**config.mk**
```make
export PLATFORM = sky130hd
export DESIGN_NAME = ring_fifo_with_skip_to_latest
export DESIGN_NICKNAME = d
export VERILOG_FILES = /design/src/hw/rtl/rfsl_pkg.sv /design/src/hw/rtl/ring_fifo_with_skip_to_latest.sv /design/src/hw/rtl/rfsl_ram.sv
export SDC_FILE = /design/constraint.sdc
export NUM_CORES = 1
export LEC_CHECK = 0
export BUFFER_PORTS_ARGS = -buffer_cell sky130_fd_sc_hd__buf_2
export CAP_MARGIN = 5
export CORE_UTILIZATION = 55
export DETAILED_ROUTE_END_ITERATION = 10
export PLACE_DENSITY = 0.69
export SYNTH_ARGS = -nofsm -noshare
export SYNTH_HDL_FRONTEND = slang
export SYNTH_HIERARCHICAL = 1
export SYNTH_SLANG_ARGS = --single-unit
```
**constraint.sdc**
```tcl
create_clock -name i_clk -period 7.3 [get_ports i_clk]
set_input_delay 0.73 -clock i_clk [delete_from_list [all_inputs] [get_ports i_clk]]
set_output_delay 0.73 -clock i_clk [all_outputs]
set_load 0.1 [all_outputs]
```
**src/hw/rtl/rfsl_pkg.sv**
```systemverilog
// Shared types and constants for the ring FIFO with skip-to-latest.
// Holds the request codes, the controller state type and the fixed field widths.
// No dependencies.
`timescale 1ns / 1ps

package rfsl_pkg;

    localparam int FIELD_W = 32;   // push_data and read_data field width
    localparam int FUNC_W  = 2;

    typedef enum logic [FUNC_W-1:0] {
        FN_PUSH   = 2'd0,
        FN_POP    = 2'd1,
        FN_LATEST = 2'd2,
        FN_QUERY  = 2'd3
    } t_func;

    typedef enum logic {
        ST_IDLE = 1'b0,
        ST_RESP = 1'b1
    } t_state;

endpackage

```
**src/hw/rtl/ring_fifo_with_skip_to_latest.sv**
```systemverilog
// Top level of the ring FIFO with skip-to-latest: pointers, request decode, result register.
// Depends on rfsl_pkg and rfsl_ram.
`timescale 1ns / 1ps

// Ring FIFO of DEPTH (a power of two) elements of DATA_WIDTH bits, with free-running
// read and write pointers one bit wider than the index. Each request transaction
// (push, pop oldest, pop to latest, query) yields exactly one result transaction
// carrying ok, the element read and the fill level after the request. A result is
// presented in the cycle after its request is accepted, set by the registered read port
// of the element RAM. The input takes a new request in the same cycle that the
// pending result is taken, so a steady stream runs at one request per cycle; while
// a result is stalled at the output, s_tready is low. No clearing pass follows
// reset: only written entries are ever read.
module ring_fifo_with_skip_to_latest
    import rfsl_pkg::*;
#(
    parameter int DEPTH      = 16,
    parameter int DATA_WIDTH = 32
) (
    input  logic                             i_clk,
    input  logic                             i_rst_n,
    input  logic                             i_s_tvalid,
    output logic                             o_s_tready,
    input  logic [31:0]                      i_s_tdata,   // [31:0] push_data
    input  logic [1:0]                       i_s_tuser,   // [1:0] func
    output logic                             o_m_tvalid,
    input  logic                             i_m_tready,
    // [31:0] read_data, then fill_level, zero padding to whole bytes
    output logic [((FIELD_W+$clog2(DEPTH)+1+7)/8)*8-1:0] o_m_tdata,
    output logic [0:0]                       o_m_tuser    // [0] ok
);

    localparam int AW    = $clog2(DEPTH);
    localparam int PW    = AW + 1;
    localparam int OUT_W = ((FIELD_W + PW + 7) / 8) * 8;

    t_state           r_state, n_state;
    logic [PW-1:0]    r_rp, n_rp;
    logic [PW-1:0]    r_wp, n_wp;
    logic             r_ok, n_ok;
    logic             r_has_data, n_has_data;
    logic [PW-1:0]    r_fill, n_fill;

    t_func            w_func;
    logic             w_accept;
    logic [PW-1:0]    w_level;
    logic [PW-1:0]    w_newest;
    logic             w_full, w_empty;
    logic             w_we, w_re;
    logic [AW-1:0]    w_raddr;
    logic [DATA_WIDTH-1:0] w_wdata, w_rdata;
    logic [FIELD_W-1:0]    w_rd_ext;

    assign w_func   = t_func'(i_s_tuser);
    assign w_accept = i_s_tvalid && o_s_tready;
    assign w_level  = r_wp - r_rp;
    assign w_newest = r_wp - PW'(1);
    assign w_full   = (w_level == PW'(DEPTH));
    assign w_empty  = (w_level == '0);
    assign w_wdata  = DATA_WIDTH'(i_s_tdata);

    // Request decode: pointer update, RAM access and result flags
    always_comb begin
        n_rp       = r_rp;
        n_wp       = r_wp;
        n_ok       = 1'b1;
        n_has_data = 1'b0;
        w_we       = 1'b0;
        w_re       = 1'b0;
        w_raddr    = r_rp[AW-1:0];
        case (w_func)
            FN_PUSH: begin
                n_ok = !w_full;
                if (!w_full) begin
                    w_we = w_accept;
                    n_wp = r_wp + PW'(1);
                end
            end
            FN_POP: begin
                n_ok = !w_empty;
                if (!w_empty) begin
                    w_re       = w_accept;
                    n_has_data = 1'b1;
                    n_rp       = r_rp + PW'(1);
                end
            end
            FN_LATEST: begin
                n_ok    = !w_empty;
                w_raddr = w_newest[AW-1:0];
                if (!w_empty) begin
                    // skip ahead: leave only the newest element queued
                    w_re       = w_accept;
                    n_has_data = 1'b1;
                    n_rp       = w_newest;
                end
            end
            default: begin
                n_ok = 1'b1;
            end
        endcase
        n_fill = n_wp - n_rp;
    end

    // A write lands at the edge that accepts its push, before any later read is issued, so no forwarding is needed
    rfsl_ram #(
        .WIDTH (DATA_WIDTH),
        .DEPTH (DEPTH)
    ) u_ram (
        .i_clk   (i_clk),
        .i_we    (w_we),
        .i_waddr (r_wp[AW-1:0]),
        .i_wdata (w_wdata),
        .i_re    (w_re),
        .i_raddr (w_raddr),
        .o_rdata (w_rdata)
    );

    always_comb begin
        n_state = r_state;
        unique case (r_state)
            ST_IDLE: begin
                if (w_accept) begin
                    n_state = ST_RESP;
                end
            end
            ST_RESP: begin
                if (i_m_tready && !w_accept) begin
                    n_state = ST_IDLE;
                end
            end
            default: begin
                n_state = ST_IDLE;
            end
        endcase
    end

    always_comb begin
        o_m_tvalid = 1'b0;
        o_s_tready = 1'b1;
        unique case (r_state)
            ST_IDLE: begin
                o_m_tvalid = 1'b0;
                o_s_tready = 1'b1;
            end
            ST_RESP: begin
                o_m_tvalid = 1'b1;
                o_s_tready = i_m_tready;
            end
            default: begin
                o_m_tvalid = 1'b0;
                o_s_tready = 1'b1;
            end
        endcase
    end

    always_ff @(posedge i_clk) begin
        if (!i_rst_n) begin
            r_state <= ST_IDLE;
            r_rp    <= '0;
            r_wp    <= '0;
        end else begin
            r_state <= n_state;
            if (w_accept) begin
                r_rp <= n_rp;
                r_wp <= n_wp;
            end
        end
    end

    always_ff @(posedge i_clk) begin
        if (w_accept) begin
            r_ok       <= n_ok;
            r_has_data <= n_has_data;
            r_fill     <= n_fill;
        end
    end

    assign w_rd_ext  = r_has_data ? FIELD_W'(w_rdata) : '0;
    assign o_m_tdata = OUT_W'({r_fill, w_rd_ext});
    assign o_m_tuser = r_ok;

endmodule

```
**src/hw/rtl/rfsl_ram.sv**
```systemverilog
// Generic simple dual-port RAM, one write and one read port, registered read.
// Read data holds while no read is issued. No dependencies.
`timescale 1ns / 1ps

module rfsl_ram #(
    parameter int WIDTH = 32,
    parameter int DEPTH = 16
) (
    input  logic                     i_clk,
    input  logic                     i_we,
    input  logic [$clog2(DEPTH)-1:0] i_waddr,
    input  logic [WIDTH-1:0]         i_wdata,
    input  logic                     i_re,
    input  logic [$clog2(DEPTH)-1:0] i_raddr,
    output logic [WIDTH-1:0]         o_rdata
);

    logic [WIDTH-1:0] r_mem [DEPTH];
    logic [WIDTH-1:0] r_rdata;

    always_ff @(posedge i_clk) begin
        if (i_we) begin
            r_mem[i_waddr] <= i_wdata;
        end
        if (i_re) begin
            r_rdata <= r_mem[i_raddr];
        end
    end

    assign o_rdata = r_rdata;

endmodule

```
==> load_flow_metrics.sql <==
INSERT INTO impl_metrics (metric_group, metric, value, unit) VALUES
('die', 'die_y', '202', 'um'),
('worst_setup_path', 'critical_path_s_most_frequent_cell', 'sky130_fd_sc_hd__xnor2_1', ''),
('power_and_ir_drop', 'power.ir.vdd_worst', '0.178', 'mV'),
('worst_setup_path', 'critPathLaunchType', 'flip-flop', ''),
('die', 'die_area', '40700', 'um^2'),
('place', 'dp.cells', '1624', ''),
('final_layout', 'stdcell_count', '1728', ''),
('place', 'last_weighted_congestion_value_of_the_routability_driven_placer', '0.871', ''),
('clock_tree', 'holdBufCountCts', '0', ''),
('worst_setup_path', 'cp.arrival', '4750', 'ps'),
('worst_setup_path', 'critical_path.max_fanout', '13', ''),
('clock_tree', 'cts_setup_buffers', '0', ''),
('grt', 'combined_global_route_utilization_of_all_metal_layers', '0.221', ''),
('grt', 'maximum_number_of_pins_on_one_net_before_global_route_repair', '100', ''),
('die', 'fp-row-count', '72', ''),
('die', 'placeable_area', '39000', 'um^2'),
('clock_tree', 'clock_sinks', '562', ''),
('detailed_routing', 'initialDrtViolationCount', '850', ''),
('sta', 'hold_ws', '376', 'ps'),
('detailed_routing', 'final_antenna_net_count', '0', ''),
('final_layout', 'mostFrequentLayoutCells', 'sky130_fd_sc_hd__edfxtp_1 (551), sky130_fd_sc_hd__mux4_2 (128), sky130_fd_sc_hd__buf_2 (77), sky130_fd_sc_hd__a22oi_1 (64), sky130_fd_sc_hd__clkbuf_16 (56)', ''),
('worst_setup_path', 'data_required_critical_path', '7630', 'ps'),
('final_layout', 'nets', '1217', ''),
('final_layout', 'drive_above_1_share', '0.281', ''),
('clock_tree', 'tritoncts', 'done', ''),
('worst_setup_path', 'timing.critical_path.slowest_stage_cell', 'sky130_fd_sc_hd__o41ai_2', ''),
('clock_tree', 'clk-insertion-delay-late', '610', 'ps'),
('worst_setup_path', 'worst_setup_path_end_kind', 'flip-flop', ''),
('clock_tree', 'post_cts_repair_resize_count', '0', ''),
('detailed_routing', 'routed_wire_length_per_instance', '25.4', 'um'),
('final_layout', 'post_route_standard_cell_area_excluding_fillers', '24900', 'um^2'),
('sta', 'skew', '25.8', 'ps'),
('clock_tree', 'cts.reportedPaths.clkPinSlew', '60', 'ps'),
('final_layout', 'utilization', '0.638', ''),
('die', 'start_util', '0.563', ''),
('sta', 'finalHoldViolCount', '0', ''),
('synth', 'seq_area_frac_synth', '0.764', ''),
('worst_hold_path', 'min_path_cells', '3', ''),
('synth', 'synth_edf_count', '551', ''),
('grt', 'grt-ovfl-total', '0', ''),
('final_layout', 'area_growth', '13.4', '%'),
('clock_tree', 'ctsLongestPathBuffers', '3', ''),
('detailed_routing', 'num_vias', '10497', ''),
('detailed_routing', 'wl', '43900', 'um'),
('sta', 'final_setup_slack_of_the_worst_path', '2880', 'ps'),
('power_and_ir_drop', 'power_density', '290', 'nW/um^2'),
('synth', 'syn_area_per_cell', '20.7', 'um^2'),
('synth', 'yosys_warnings', '6', ''),
('power_and_ir_drop', 'p_leak', '8.11', 'nW'),
('sta', 'timing.final.crit_period', '4420', 'ps'),
('synth', 'netlist-cell-type-count', '53', ''),
('synth', 'synth.ff_latch_count', '562', ''),
('sta', 'slew-limit-headroom', '0.225', ''),
('sta', 'tightest_slew', '1160', 'ps'),
('detailed_routing', 'routed_via_density', '6.07', ''),
('synth', 'syn-instance-count', '1058', ''),
('sta', 'timing.final.max_slew_violations', '0', ''),
('grt', 'antenna_found_initial', '1', ''),
('worst_setup_path', 'reg2reg_depth', '15', ''),
('clock_tree', 'tritoncts.num_buffers', '55', ''),
('sta', 'max_freq', '226', 'MHz'),
('worst_setup_path', 'critical_path_class', 'reg2reg', ''),
('grt', 'global_route_wire_length_before_repair', '66200', 'um'),
('place', 'hpwlAfterDp', '23600', 'um'),
('power_and_ir_drop', 'post-layout-total-power', '7.22', 'mW'),
('clock_tree', 'cts_root_buffer', 'sky130_fd_sc_hd__clkbuf_16', ''),
('place', 'placedInstanceArea', '23100', 'um^2'),
('outcome', 'run_status', 'complete, no violations', ''),
('final_layout', 'mostFrequentLayoutCell', 'sky130_fd_sc_hd__edfxtp_1', ''),
('synth', 'yosys_most_used_dff', 'sky130_fd_sc_hd__edfxtp_1', ''),
('detailed_routing', 'first_pass_iters', '5', '');
worst max-delay path, delay by kind of cell, from the launching register on:
kind / cells / cell delay, ps
AND/OR/NAND/NOR: 2 / 290
adder cells (fa/ha/maj): 3 / 1000
flip-flops: 1 / 670
AO/OA/AOI/OAI: 3 / 1120
XOR/XNOR: 5 / 760
buffers and inverters: 2 / 300
metal layers:
layer  up-vias  GRT usage  wire length [um]
li1       4559          -                 -
met1      5516      0.319             18700
met2       354      0.356             21500
met3        68     0.0384              2820
met4         0     0.0574               851
met5         -          0                 0
Yosys cell counts, types with 4 or more instances:
library cell,count,area (um^2)
sky130_fd_sc_hd__inv_1,19,71.3
sky130_fd_sc_hd__nor3_1,11,55.1
sky130_fd_sc_hd__nand2_1,44,165
sky130_fd_sc_hd__clkbuf_1,24,90.1
sky130_fd_sc_hd__edfxtp_1,551,16500
sky130_fd_sc_hd__a22oi_1,64,480
sky130_fd_sc_hd__ha_1,15,188
sky130_fd_sc_hd__mux4_2,128,2880
sky130_fd_sc_hd__xnor2_1,9,78.8
sky130_fd_sc_hd__nand2b_1,4,25.0
sky130_fd_sc_hd__buf_1,9,33.8
sky130_fd_sc_hd__o21ai_0,11,55.1
sky130_fd_sc_hd__dfxtp_1,11,220
sky130_fd_sc_hd__xor2_1,10,87.6
sky130_fd_sc_hd__nor2_1,24,90.1
sky130_fd_sc_hd__and2_1,38,238
sky130_fd_sc_hd__nand3_1,7,35.0
sky130_fd_sc_hd__a21oi_1,14,70.1
sky130_fd_sc_hd__buf_4,15,113
sky130_fd_sc_hd__a21o_1,4,30.0
sky130_fd_sc_hd__buf_2,6,30.0
state kept, by name, summed over array words and instances, names as in the netlist:
register	cells
o_m_tuser	1
r_rp	5
r_has_data	1
r_fill	5
u_ram/o_rdata	32
u_ram/r_mem	512
r_wp	5
r_state	1
where the power goes:
part	internal, mW	total (mW)	switching, mW
sequential	3.60	3.62	0.0184
combinational	0.275	0.828	0.553
clock	1.61	2.77	1.16
total	5.49	7.22	1.74
final timing paths:
kind	from	slack (ps)	endpoint
setup / recovery	r_wp[0]$_SDFFE_PN0P_	2880	r_fill[4]$_DFFE_PP_
hold reg to reg	r_state$_SDFF_PN0_	540	r_state$_SDFF_PN0_
setup reg to reg	r_wp[0]$_SDFFE_PN0P_	2880	r_fill[4]$_DFFE_PP_
hold / removal	i_s_tvalid	380	r_state$_SDFF_PN0_
layout make-up:
cell class | count | area (um^2)
multi-input cells | 423 | 5000
repair buffers | 102 | 598
inverters | 19 | 71.3
fillers | 2641 | 14100
flip-flops and latches | 562 | 16800
well taps | 518 | 648
clock inverters | 34 | 332
clock buffers | 69 | 1470
diodes | 1 | 2.50
kinds of logic (layout without fill, tap and decap cells):
kind of cell | Yosys count | count (layout) | share of synthesized area
fa+ha+maj | 16 | 16 | 0.00946
compound gates | 113 | 113 | 0.0375
buf+inv | 75 | 224 | 0.0164
other cells | 1 | 4 | 0.000171
simple gates | 141 | 141 | 0.0321
xor+xnor | 19 | 19 | 0.00758
mux | 131 | 131 | 0.133
flops | 562 | 562 | 0.764
Power figures use the tool's default switching activity.
